**config.mk**
```make
export PLATFORM = sky130hd
export DESIGN_NAME = midi_track_event_parser
export DESIGN_NICKNAME = d
export VERILOG_FILES = /design/src/rtl/mtep_pkg.sv /design/src/rtl/mtep_in_reg.sv /design/src/rtl/mtep_parser.sv /design/src/rtl/mtep_out_reg.sv /design/src/rtl/midi_track_event_parser.sv
export SDC_FILE = /design/constraint.sdc
export NUM_CORES = 2
export LEC_CHECK = 0
export ABC_AREA = 0
export BUFFER_PORTS_ARGS = -buffer_cell sky130_fd_sc_hd__buf_2
export CAP_MARGIN = 20
export CORE_MARGIN = 2
export CORE_UTILIZATION = 60
export DETAILED_ROUTE_END_ITERATION = 6
export PLACE_DENSITY = 0.86
export REMOVE_ABC_BUFFERS = 1
export SYNTH_ARGS = -nofsm -noshare
export SYNTH_HDL_FRONTEND = slang
export SYNTH_SLANG_ARGS = --single-unit
```
**constraint.sdc**
```tcl
create_clock -name clk_i -period 20.4 [get_ports clk_i]
set_clock_uncertainty 0.1 [all_clocks]
set_input_delay 4.08 -clock clk_i [delete_from_list [all_inputs] [get_ports clk_i]]
set_output_delay 4.08 -clock clk_i [all_outputs]
set_load 0.02 [all_outputs]
```
**src/rtl/mtep_pkg.sv**
```systemverilog
// shared types and constants of the midi track event parser
`default_nettype none

package mtep_pkg;

  localparam int unsigned NumChannels = 16;
  localparam int unsigned ChanW = $clog2(NumChannels);
  localparam int unsigned OutDataW = 120;

  // parse phases
  typedef enum logic [3:0] {
    PH_DELTA     = 4'd0,
    PH_STATUS    = 4'd1,
    PH_DATA1     = 4'd2,
    PH_DATA2     = 4'd3,
    PH_META_TYPE = 4'd4,
    PH_META_LEN  = 4'd5,
    PH_META_BODY = 4'd6,
    PH_SYX_LEN   = 4'd7,
    PH_SYX_BODY  = 4'd8
  } phase_e;

  typedef enum logic [2:0] {
    KIND_NOTE      = 3'd0,
    KIND_CONTROL   = 3'd1,
    KIND_KEY_PRES  = 3'd2,
    KIND_BEND      = 3'd3,
    KIND_CHAN_PRES = 3'd4,
    KIND_TEMPO     = 3'd5,
    KIND_ERROR     = 3'd6
  } kind_e;

  typedef enum logic [2:0] {
    ERR_TRUNCATED  = 3'd0,
    ERR_VARLEN     = 3'd1,
    ERR_OVERFLOW   = 3'd2,
    ERR_BAD_DATA   = 3'd3,
    ERR_NO_RUNNING = 3'd4,
    ERR_UNSUPP     = 3'd5
  } err_e;

  // channel message types (upper status nibble)
  localparam logic [3:0] MSG_NOTE_OFF  = 4'h8;
  localparam logic [3:0] MSG_NOTE_ON   = 4'h9;
  localparam logic [3:0] MSG_KEY_PRES  = 4'ha;
  localparam logic [3:0] MSG_CONTROL   = 4'hb;
  localparam logic [3:0] MSG_PROGRAM   = 4'hc;
  localparam logic [3:0] MSG_CHAN_PRES = 4'hd;
  localparam logic [3:0] MSG_BEND      = 4'he;

  localparam logic [7:0] STATUS_CHAN_MAX = 8'hef;
  localparam logic [7:0] STATUS_SYSEX    = 8'hf0;
  localparam logic [7:0] STATUS_ESCAPE   = 8'hf7;
  localparam logic [7:0] STATUS_META     = 8'hff;
  localparam logic [7:0] META_TEMPO      = 8'h51;
  localparam logic [27:0] TEMPO_LEN      = 28'd3;
  localparam logic [6:0] CC_BANK_MSB     = 7'd0;
  localparam logic [6:0] CC_BANK_LSB     = 7'd32;
  localparam logic [2:0] VarlenMaxBytes  = 3'd4;

  typedef struct packed {
    logic [7:0] track_byte;
    logic       track_start;
    logic       track_last;
  } in_t;

  typedef struct packed {
    kind_e              kind;
    logic [ChanW-1:0]   channel;
    logic [31:0]        tick;
    logic [6:0]         key;
    logic [6:0]         value;
    logic               note_on;
    logic [6:0]         controller;
    logic signed [13:0] bend_val;
    logic [6:0]         program_res;
    logic [13:0]        bank;
    logic [23:0]        tempo;
    err_e               error_code;
  } res_t;

  typedef struct packed {
    phase_e phase;
    logic   err_latched;
    logic   tempo_armed;
  } status_t;

endpackage

`default_nettype wire

```
**src/rtl/mtep_in_reg.sv**
```systemverilog
// input register stage holding one track byte item
`default_nettype none

module mtep_in_reg (
  input  wire            clk_i,
  input  wire            rst_ni,
  input  wire            valid_i,
  output logic           ready_o,
  input  mtep_pkg::in_t  item_i,
  input  wire            adv_i,
  output logic           valid_o,
  output mtep_pkg::in_t  item_o
);

  logic          valid_q;
  mtep_pkg::in_t item_q;

  // take a new item when empty or when the held one moves on this cycle
  assign ready_o = !valid_q || adv_i;
  assign valid_o = valid_q;
  assign item_o  = item_q;

  always_ff @(posedge clk_i or negedge rst_ni) begin
    if (!rst_ni) begin
      valid_q <= 1'b0;
    end else if (ready_o) begin
      valid_q <= valid_i;
    end
  end

  always_ff @(posedge clk_i) begin
    if (valid_i && ready_o) begin
      item_q <= item_i;
    end
  end

endmodule

`default_nettype wire

```
**src/rtl/mtep_parser.sv**
```systemverilog
// track parse state, per-channel tables and one-byte step logic
`default_nettype none

module mtep_parser (
  input  wire                  clk_i,
  input  wire                  rst_ni,
  input  wire                  adv_i,
  input  mtep_pkg::in_t        item_i,
  output logic                 res_valid_o,
  output mtep_pkg::res_t       res_o,
  output mtep_pkg::status_t    status_o
);

  localparam int unsigned N = mtep_pkg::NumChannels;

  mtep_pkg::phase_e ph_q, ph_b, ph_d;
  logic [7:0]  run_q, run_b, run_d;
  logic [31:0] tick_q, tick_b, tick_d;
  logic [27:0] acc_q, acc_b, acc_d;
  logic [2:0]  cnt_q, cnt_b, cnt_d;
  logic [7:0]  cur_q, cur_b, cur_d;
  logic [6:0]  first_q, first_b, first_d;
  logic [7:0]  meta_q, meta_b, meta_d;
  logic [27:0] pay_q, pay_b, pay_d;
  logic [23:0] tmp_q, tmp_b, tmp_d;
  logic        arm_q, arm_b, arm_d;
  logic        err_q, err_b, err_d;

  logic [6:0] prog_q [N];
  logic [6:0] prog_d [N];
  logic [6:0] msb_q  [N];
  logic [6:0] msb_d  [N];
  logic [6:0] lsb_q  [N];
  logic [6:0] lsb_d  [N];

  logic [7:0]  b;
  logic [27:0] acc_nx;
  logic [2:0]  cnt_nx;
  logic        vl_long;
  logic        vl_done;
  logic [32:0] tick_sum;
  logic        chan_data;
  logic        finish;
  logic [6:0]  fa;
  logic [6:0]  fb;
  logic [3:0]  mtype;
  logic [mtep_pkg::ChanW-1:0] ch;
  logic        err_hit;
  mtep_pkg::err_e err_code;
  logic        emit;
  mtep_pkg::res_t res;

  assign b        = item_i.track_byte;
  assign acc_nx   = {acc_b[20:0], b[6:0]};
  assign cnt_nx   = cnt_b + 3'd1;
  assign vl_done  = !b[7];
  assign vl_long  = b[7] && (cnt_nx >= mtep_pkg::VarlenMaxBytes);
  assign tick_sum = {1'b0, tick_b} + {5'd0, acc_nx};

  // a track start clears the per-track state before the byte is parsed
  always_comb begin
    if (item_i.track_start) begin
      ph_b = mtep_pkg::PH_DELTA; run_b = '0; tick_b = '0; acc_b = '0; cnt_b = '0;
      cur_b = '0; first_b = '0; meta_b = '0; pay_b = '0; tmp_b = '0;
      arm_b = 1'b0; err_b = 1'b0;
    end else begin
      ph_b = ph_q; run_b = run_q; tick_b = tick_q; acc_b = acc_q; cnt_b = cnt_q;
      cur_b = cur_q; first_b = first_q; meta_b = meta_q; pay_b = pay_q; tmp_b = tmp_q;
      arm_b = arm_q; err_b = err_q;
    end
  end

  always_comb begin
    ph_d = ph_b; run_d = run_b; tick_d = tick_b; acc_d = acc_b; cnt_d = cnt_b;
    cur_d = cur_b; first_d = first_b; meta_d = meta_b; pay_d = pay_b; tmp_d = tmp_b;
    arm_d = arm_b; err_d = err_b;
    prog_d = prog_q;
    msb_d  = msb_q;
    lsb_d  = lsb_q;
    chan_data = 1'b0;
    finish    = 1'b0;
    fa        = '0;
    fb        = '0;
    err_hit   = 1'b0;
    err_code  = mtep_pkg::ERR_TRUNCATED;
    emit      = 1'b0;
    res       = '0;

    if (!err_b) begin
      unique case (ph_b)
        mtep_pkg::PH_DELTA: begin
          acc_d = acc_nx;
          cnt_d = cnt_nx;
          if (vl_long) begin
            err_hit = 1'b1; err_code = mtep_pkg::ERR_VARLEN;
          end else if (vl_done) begin
            if (tick_sum[32]) begin
              err_hit = 1'b1; err_code = mtep_pkg::ERR_OVERFLOW;
            end else begin
              tick_d = tick_sum[31:0];
              acc_d  = '0;
              cnt_d  = '0;
              ph_d   = mtep_pkg::PH_STATUS;
            end
          end
        end
        mtep_pkg::PH_STATUS: begin
          if (b[7]) begin
            run_d = (b <= mtep_pkg::STATUS_CHAN_MAX) ? b : 8'd0;
            cur_d = b;
            if (b == mtep_pkg::STATUS_META) begin
              ph_d = mtep_pkg::PH_META_TYPE;
            end else if (b == mtep_pkg::STATUS_SYSEX || b == mtep_pkg::STATUS_ESCAPE) begin
              ph_d = mtep_pkg::PH_SYX_LEN;
            end else if (b > mtep_pkg::STATUS_CHAN_MAX) begin
              err_hit = 1'b1; err_code = mtep_pkg::ERR_UNSUPP;
            end else begin
              ph_d = mtep_pkg::PH_DATA1;
            end
          end else if (run_b == 8'd0) begin
            err_hit = 1'b1; err_code = mtep_pkg::ERR_NO_RUNNING;
          end else begin
            // running status: this byte is the first data byte
            cur_d     = run_b;
            chan_data = 1'b1;
          end
        end
        mtep_pkg::PH_DATA1, mtep_pkg::PH_DATA2: begin
          chan_data = 1'b1;
        end
        mtep_pkg::PH_META_TYPE: begin
          meta_d = b;
          ph_d   = mtep_pkg::PH_META_LEN;
        end
        mtep_pkg::PH_META_LEN, mtep_pkg::PH_SYX_LEN: begin
          acc_d = acc_nx;
          cnt_d = cnt_nx;
          if (vl_long) begin
            err_hit = 1'b1; err_code = mtep_pkg::ERR_VARLEN;
          end else if (vl_done) begin
            pay_d = acc_nx;
            arm_d = (ph_b == mtep_pkg::PH_META_LEN) && (meta_b == mtep_pkg::META_TEMPO)
                    && (acc_nx == mtep_pkg::TEMPO_LEN);
            tmp_d = '0;
            acc_d = '0;
            cnt_d = '0;
            if (acc_nx == 28'd0) begin
              ph_d = mtep_pkg::PH_DELTA;
            end else if (ph_b == mtep_pkg::PH_META_LEN) begin
              ph_d = mtep_pkg::PH_META_BODY;
            end else begin
              ph_d = mtep_pkg::PH_SYX_BODY;
            end
          end
        end
        mtep_pkg::PH_META_BODY, mtep_pkg::PH_SYX_BODY: begin
          tmp_d = {tmp_b[15:0], b};
          pay_d = pay_b - 28'd1;
          if (pay_d == 28'd0) begin
            ph_d = mtep_pkg::PH_DELTA;
            if (arm_b) begin
              arm_d     = 1'b0;
              emit      = 1'b1;
              res.kind  = mtep_pkg::KIND_TEMPO;
              res.tempo = tmp_d;
            end
          end
        end
        default: begin
          ph_d = mtep_pkg::PH_DELTA;
        end
      endcase

      if (chan_data) begin
        if (b[7]) begin
          err_hit = 1'b1; err_code = mtep_pkg::ERR_BAD_DATA;
        end else if (ph_b != mtep_pkg::PH_DATA2) begin
          first_d = b[6:0];
          if (cur_d[7:4] == mtep_pkg::MSG_PROGRAM || cur_d[7:4] == mtep_pkg::MSG_CHAN_PRES) begin
            finish = 1'b1;
            fa     = b[6:0];
          end else begin
            ph_d = mtep_pkg::PH_DATA2;
          end
        end else begin
          finish = 1'b1;
          fa     = first_b;
          fb     = b[6:0];
        end
      end

      mtype = cur_d[7:4];
      ch    = cur_d[mtep_pkg::ChanW-1:0];
      if (finish) begin
        ph_d = mtep_pkg::PH_DELTA;
        if (mtype == mtep_pkg::MSG_PROGRAM) begin
          prog_d[ch] = fa;
        end else begin
          if (mtype == mtep_pkg::MSG_CONTROL && fa == mtep_pkg::CC_BANK_MSB) begin
            msb_d[ch] = fb;
          end
          if (mtype == mtep_pkg::MSG_CONTROL && fa == mtep_pkg::CC_BANK_LSB) begin
            lsb_d[ch] = fb;
          end
          emit            = 1'b1;
          res.channel     = ch;
          res.program_res = prog_d[ch];
          res.bank        = {msb_d[ch], lsb_d[ch]};
          unique case (mtype)
            mtep_pkg::MSG_CONTROL: begin
              res.kind = mtep_pkg::KIND_CONTROL; res.controller = fa; res.value = fb;
            end
            mtep_pkg::MSG_KEY_PRES: begin
              res.kind = mtep_pkg::KIND_KEY_PRES; res.key = fa; res.value = fb;
            end
            mtep_pkg::MSG_BEND: begin
              // (msb << 7 | lsb) - 8192 in 14 bits flips the top bit
              res.kind     = mtep_pkg::KIND_BEND;
              res.bend_val = {~fb[6], fb[5:0], fa};
            end
            mtep_pkg::MSG_CHAN_PRES: begin
              res.kind = mtep_pkg::KIND_CHAN_PRES; res.value = fa;
            end
            default: begin
              res.kind    = mtep_pkg::KIND_NOTE;
              res.key     = fa;
              res.value   = fb;
              res.note_on = (mtype == mtep_pkg::MSG_NOTE_ON) && (fb != 7'd0);
            end
          endcase
        end
      end
    end else begin
      mtype = cur_d[7:4];
      ch    = cur_d[mtep_pkg::ChanW-1:0];
    end

    // last byte of the track leaves an event or delta open
    if (!err_b && !err_hit && !emit && item_i.track_last
        && (ph_d != mtep_pkg::PH_DELTA || cnt_d != 3'd0)) begin
      err_hit  = 1'b1;
      err_code = mtep_pkg::ERR_TRUNCATED;
    end

    if (err_hit) begin
      res            = '0;
      res.kind       = mtep_pkg::KIND_ERROR;
      res.error_code = err_code;
      err_d          = 1'b1;
      emit           = 1'b1;
    end
    res.tick = tick_d;
  end

  assign res_valid_o = adv_i && emit;
  assign res_o       = res;
  assign status_o    = '{phase: ph_q, err_latched: err_q, tempo_armed: arm_q};

  always_ff @(posedge clk_i or negedge rst_ni) begin
    if (!rst_ni) begin
      ph_q <= mtep_pkg::PH_DELTA; run_q <= '0; tick_q <= '0; acc_q <= '0; cnt_q <= '0;
      cur_q <= '0; first_q <= '0; meta_q <= '0; pay_q <= '0; tmp_q <= '0;
      arm_q <= 1'b0; err_q <= 1'b0;
      prog_q <= '{default: '0};
      msb_q  <= '{default: '0};
      lsb_q  <= '{default: '0};
    end else if (adv_i) begin
      ph_q <= ph_d; run_q <= run_d; tick_q <= tick_d; acc_q <= acc_d; cnt_q <= cnt_d;
      cur_q <= cur_d; first_q <= first_d; meta_q <= meta_d; pay_q <= pay_d; tmp_q <= tmp_d;
      arm_q <= arm_d; err_q <= err_d;
      prog_q <= prog_d;
      msb_q  <= msb_d;
      lsb_q  <= lsb_d;
    end
  end

endmodule

`default_nettype wire

```
**src/rtl/mtep_out_reg.sv**
```systemverilog
// result register in front of the output stream
`default_nettype none

module mtep_out_reg (
  input  wire             clk_i,
  input  wire             rst_ni,
  input  wire             load_i,
  input  mtep_pkg::res_t  res_i,
  output logic            space_o,
  output logic            valid_o,
  input  wire             ready_i,
  output mtep_pkg::res_t  res_o
);

  logic           valid_q;
  mtep_pkg::res_t res_q;

  // free when empty or when the held item is taken this cycle
  assign space_o = !valid_q || ready_i;
  assign valid_o = valid_q;
  assign res_o   = res_q;

  always_ff @(posedge clk_i or negedge rst_ni) begin
    if (!rst_ni) begin
      valid_q <= 1'b0;
    end else if (space_o) begin
      valid_q <= load_i;
    end
  end

  always_ff @(posedge clk_i) begin
    if (load_i && space_o) begin
      res_q <= res_i;
    end
  end

endmodule

`default_nettype wire

```
**src/rtl/midi_track_event_parser.sv**
```systemverilog
// top level of the midi track event parser
`default_nettype none

// Parses a standard MIDI track body one byte per item and sustains one byte
// per clock cycle unless the output stalls. A byte is held in the input
// register while the step logic updates the parse state; its result is loaded
// into the output register. Only bytes that complete a channel event, a tempo
// meta event or raise an error produce a result; program changes, delta bytes
// and skipped sysex/meta payloads produce none. Back-pressure on the output
// stalls the input register and then the input side. Per-channel program and
// bank tables are 16 entries of flip-flops cleared by reset only; a track
// start clears tick, running status, parse phase and error latch.

module midi_track_event_parser (
  input  wire                           clk_i,
  input  wire                           rst_ni,
  input  wire                           s_axis_tvalid,
  output logic                          s_axis_tready,
  input  wire  [7:0]                    s_axis_tdata,  // track_byte
  input  wire                           s_axis_tuser,  // track_start
  input  wire                           s_axis_tlast,  // track_last
  output logic                          m_axis_tvalid,
  input  wire                           m_axis_tready,
  // channel, tick, key, value, note_on, controller, bend_val, program_res,
  // bank, tempo, error_code
  output logic [mtep_pkg::OutDataW-1:0] m_axis_tdata,
  output logic [2:0]                    m_axis_tuser   // event_kind
);

  mtep_pkg::in_t     in_item;
  mtep_pkg::in_t     s1_item;
  logic              s1_valid;
  logic              adv;
  logic              out_space;
  logic              res_valid;
  mtep_pkg::res_t    res;
  mtep_pkg::res_t    out_res;
  mtep_pkg::status_t st;

  assign in_item = '{track_byte: s_axis_tdata, track_start: s_axis_tuser,
                     track_last: s_axis_tlast};
  assign adv     = s1_valid && out_space;

  mtep_in_reg u_in_reg (
    .clk_i   (clk_i),
    .rst_ni  (rst_ni),
    .valid_i (s_axis_tvalid),
    .ready_o (s_axis_tready),
    .item_i  (in_item),
    .adv_i   (adv),
    .valid_o (s1_valid),
    .item_o  (s1_item)
  );

  mtep_parser u_parser (
    .clk_i       (clk_i),
    .rst_ni      (rst_ni),
    .adv_i       (adv),
    .item_i      (s1_item),
    .res_valid_o (res_valid),
    .res_o       (res),
    .status_o    (st)
  );

  mtep_out_reg u_out_reg (
    .clk_i   (clk_i),
    .rst_ni  (rst_ni),
    .load_i  (res_valid),
    .res_i   (res),
    .space_o (out_space),
    .valid_o (m_axis_tvalid),
    .ready_i (m_axis_tready),
    .res_o   (out_res)
  );

  assign m_axis_tuser = out_res.kind;
  assign m_axis_tdata = {out_res.error_code, out_res.tempo, out_res.bank, out_res.program_res,
                         out_res.bend_val, out_res.controller, out_res.note_on,
                         out_res.value, out_res.key, out_res.tick, out_res.channel};

`ifndef SYNTH
  // an error result latches the parser until the next track start
  assert property (@(posedge clk_i) disable iff (!rst_ni)
    (res_valid && res.kind == mtep_pkg::KIND_ERROR) |=> st.err_latched)
    else $error("error result without error latch");

  // a pending tempo event only exists while its payload is being read
  assert property (@(posedge clk_i) disable iff (!rst_ni)
    st.tempo_armed |-> (st.phase == mtep_pkg::PH_META_BODY))
    else $error("tempo armed outside meta body");

  assert property (@(posedge clk_i) disable iff (!rst_ni)
    (m_axis_tvalid && out_res.kind != mtep_pkg::KIND_ERROR)
      |-> (out_res.error_code == mtep_pkg::ERR_TRUNCATED))
    else $error("error code set on a non-error item");

  assert property (@(posedge clk_i) disable iff (!rst_ni)
    (m_axis_tvalid && out_res.kind != mtep_pkg::KIND_BEND) |-> (out_res.bend_val == 14'sd0))
    else $error("bend value set on a non-bend item");
`endif

endmodule

`default_nettype wire
```
==> metrics.md <==
| Metric | Value |
|---|---|
| Die width | approximately 230 um |
| TritonCTS clock tree | built |
| Vias in the first global route | approximately 25000 |
| DR vias/cell | 6.74 |
| Min Tclk post-route | a little under 9 ns |
| IO Pins | 139 |
| Post-CTS Resized | 0 |
| Effective utilization at floorplan | 0.606 |
| Clk slew on worst S/H paths | approximately 0.050 ns |
| Crit-path leading delay family | buffers and inverters |
| CTS Buf Count | 59 |
| Top cells by area, synth | dfrtp_1 (39%), edfxtp_1 (13%), nand2_1 (7.5%), o21ai_0 (6.3%), mux2_2 (4.0%) |
| CP Cell Sequence | buf_2 > nand3b_1 > buf_2 |
| # DRC | 8 |
| Sequential Power Share | 0.415 |
| Final Hold Fails | 0 |
| Switching Fraction | 0.362 |
| Hold crit path type | reg2reg |
| Net Sw Power | 1.29 mW |
| Buf+Inv Stages, Crit Path | 2 |
| Setup Fix Bufs, Post-CTS | 0 |
| Synth async-reset ratio | 0.781 |
| DR WL met2 | a little over 40000 um |
| Int Pwr | 2.28 mW |
| Hold path depth | 2 |
| PwrDens | about 110 nW/um^2 |
| Relative slew slack | 0.181 |
| WL/cell | approximately 23 um |
| CP max FO | 3 |
| Highest routed layer | met5 |
| Outcome | complete, but fails checks |
| Pin count of the biggest net entering global routing | approximately 190 |
| DPL Wire Length | slightly below 60000 um |
| Failing checks | DRC |
| H-tree levels | 2 |
| Yosys warns | 0 |
| Fin nets | about 3200 |
| Die area | 52300 um^2 |
| Fmax achieved | 0.115 GHz |
| Leakage power | roughly 14 nW |
| Clk pwr share | 0.308 |
| Layout cells sized above 1 | 0.139 |
| Clk Latency, worst-skew pair | 0.68 ns |
| Netlist cell types | 84 |
| Main flop type after synthesis | dfrtp_1 |
| Critical path's slowest cell | nand3b_1 |
| Dpl cell area | about 32000 um^2 |
| Inst Count DP | approximately 3800 |
| Post-synth EDFFs | roughly 130 |
| Final setup TNS | 0 ns |
| Post-synthesis cell count | ~3100 |
| Final instance area | 33600 um^2 |
| Critical Path RT | around 16 ns |
| Diode count | 0 |
| Final Max Tran Viols | 0 |
| Reg2Reg Depth | 18 |
| Syn-to-layout area delta | 10.7% |
| Initial antenna violation count | 1 |
| Row count | 82 |
| RSZ-0062 raised after global routing | no |
| MaxCap Viol Count | 0 |
| # port buffers | ~140 |
| Routed Antenna Nets | 0 |
| GRT overflow | 0 |
| Root Buffer | clkbuf_16 |
| Setup violations, final | 0 |
| Crit Path Class | in2out |
| Filler cell count | 3783 |
| WL final | 91200 um |
| GRT Util Overall | 0.342 |
| Hold-fix buffers at CTS | 0 |
| Layout Cells excl Fill | between 3000 and 4000 |
| Routed length on met1 | roughly 35000 um |
| Number of stages on the worst setup path | 3 |
| Synthesized area | around 30000 um^2 |
| Syn_area_per_cell | about 9.7 um^2 |
| Comb power frac | 0.277 |
| Synthesized flop and latch total | 608 |
| Critical Path Source Type | input port |
| Routability cong. | roughly 0.95 |
| Global-route wire length before repair | roughly 140000 um |
| Met3 wire length | 11300 um |
| Critical Path Max Stage Delay | roughly 0.18 ns |
| Final period util | 0.428 |
| Die Height | around 230 um |
| WP data arrival | between 4 and 5 ns |
| Crit end category | primary output |
| Peak supply drop | 0.0859 mV |
| Yosys top cell area share | 0.392 |
| Placeable Area | ~50000 um^2 |
| CTS Sinks | about 610 |
| First-pass DRT Iterations | 7 |
| Starting DRT DRC Count | between 3000 and 4000 |
| Yosys top cell by area | dfrtp_1 |
| Register area share after synthesis | 0.524 |
| Tightest Pin Transition | roughly 1.2 ns |
| Maximum root-to-sink buffer count | 3 |
| Crit path top cell by count | buf_2 |
| Routed via count | roughly 26000 |
power by group through the flow:
stage          Sequential (mW)  Clock [mW]  Combinational, mW
2_1_floorplan             1.57           0              0.534
3_3_place_gp              1.49           0              0.935
3_5_place_dp              1.50           0              0.952
4_1_cts                   1.48        1.10              0.959
5_1_grt                   1.49        1.15               1.04
6_report                  1.48        1.10              0.987
Yosys cell counts (all sizes together), types with 13 or more instances:
cell type  number
o21ai         389
nand2b         13
nor2b          72
edfxtp        133
o22ai          14
xnor2          29
or3            17
and3           24
a31oi          20
ha             31
a21oi         114
and2           39
a222oi         25
a221oi         18
nand3          78
nor4           28
nand2         607
mux2          108
o31ai          17
dfrtp         475
o211ai         19
nor3           37
nor2          163
inv            21
nand4          22
or4            13
a211oi         23
buf            27
a22o           55
clkbuf        209
a22oi          50
mux2i          70
stage by stage:
step | hold WS [ns] | utilization | setup slack, ns | power [mW]
2_1_floorplan | 0.338 | - | 7.35 | 2.11
3_3_place_gp | 0.349 | 0.630 | 11.68 | 2.43
3_5_place_dp | 0.354 | 0.630 | 11.68 | 2.45
4_1_cts | 0.368 | 0.669 | 11.68 | 3.54
5_1_grt | 0.382 | 0.670 | 11.65 | 3.69
6_report | 0.367 | 0.670 | 11.67 | 3.56
state kept, by name (all words and copies together), names as in the netlist, 3 cells and up:
register / cells
u_parser.msb_q: 112
u_parser.pay_q: 28
u_parser.run_q: 8
u_parser.meta_q: 8
u_in_reg.item_o: 10
u_parser.tick_q: 32
u_parser.first_q: 7
u_out_reg.res_o: 123
u_parser.cur_q: 8
u_parser.cnt_q: 3
u_parser.ph_q: 4
u_parser.lsb_q: 112
u_parser.prog_q: 112
u_parser.tmp_q: 16
u_parser.acc_q: 21
per-layer routing:
layer	vias to the layer above	track usage
li1	11400	-
met1	12700	0.467
met2	1773	0.518
met3	354	0.0888
met4	2	0.151
met5	-	0
logic make-up after synthesis:
kind of cell    after synthesis  synth area share
mux                         178            0.0632
xor+xnor                     41            0.0118
simple gates               1152             0.174
fa+ha+maj                    32            0.0135
buf+inv                     257            0.0327
flops                       608             0.524
compound gates              862             0.181
path summary, 6_finish.rpt:
kind	start	to	slack, ns
worst max-delay path	m_axis_tready	s_axis_tready	11.67
worst min-delay path	u_parser.tick_q[0]	u_parser.tick_q[0]	0.37
worst max register to register	u_in_reg.item_o[1]	u_out_reg.res_o[19]	13.14
worst min register to register	u_parser.tick_q[0]	u_parser.tick_q[0]	0.37
max in group asynchronous	rst_ni	u_parser.prog_q[77]	14.17
min in group asynchronous	rst_ni	u_parser.tick_q[21]	3.29
placed cells by master (no fill, tap or decap), types with 20 or more instances in the layout:
| cell | synthesis | routed |
|---|---|---|
| nand4_1 | 22 | 22 |
| dfrtp_1 | 475 | 475 |
| a31oi_1 | 20 | 20 |
| clkbuf_16 | 0 | 59 |
| nor2_1 | 163 | 160 |
| o21ai_0 | 382 | 381 |
| a22o_1 | 55 | 55 |
| a222oi_1 | 25 | 25 |
| ha_1 | 31 | 31 |
| mux2_2 | 108 | 108 |
| nand3_1 | 78 | 78 |
| a22oi_1 | 50 | 50 |
| buf_4 | 0 | 65 |
| edfxtp_1 | 133 | 133 |
| buf_2 | 10 | 137 |
| a21oi_1 | 114 | 113 |
| a211oi_1 | 23 | 22 |
| nor2b_1 | 72 | 72 |
| xnor2_1 | 29 | 29 |
| and3_1 | 24 | 24 |
| nor4_1 | 27 | 27 |
| nand2_1 | 607 | 607 |
| inv_1 | 21 | 21 |
| and2_1 | 38 | 38 |
| nor3_1 | 36 | 32 |
| mux2i_1 | 70 | 70 |
worst min-delay path, stage by stage (launching register included):
cell,delay (ns)
dfrtp_1,0.33
nand2_1,0.05
nand2_1,0.06
area by class of cell:
| class | count | area [um^2] | share of cell area |
|---|---|---|---|
| Clock inverter | 31 | 308 | 0.00917 |
| Multi-Input combinational cell | 2265 | 13500 | 0.403 |
| Timing Repair Buffer | 208 | 1290 | 0.0386 |
| Clock buffer | 81 | 1640 | 0.0489 |
| Sequential cell | 608 | 15900 | 0.473 |
| Inverter | 21 | 78.8 | 0.00235 |
| Tap cell | 672 | 841 | 0.0250 |
(Power assumes the default switching activity.)
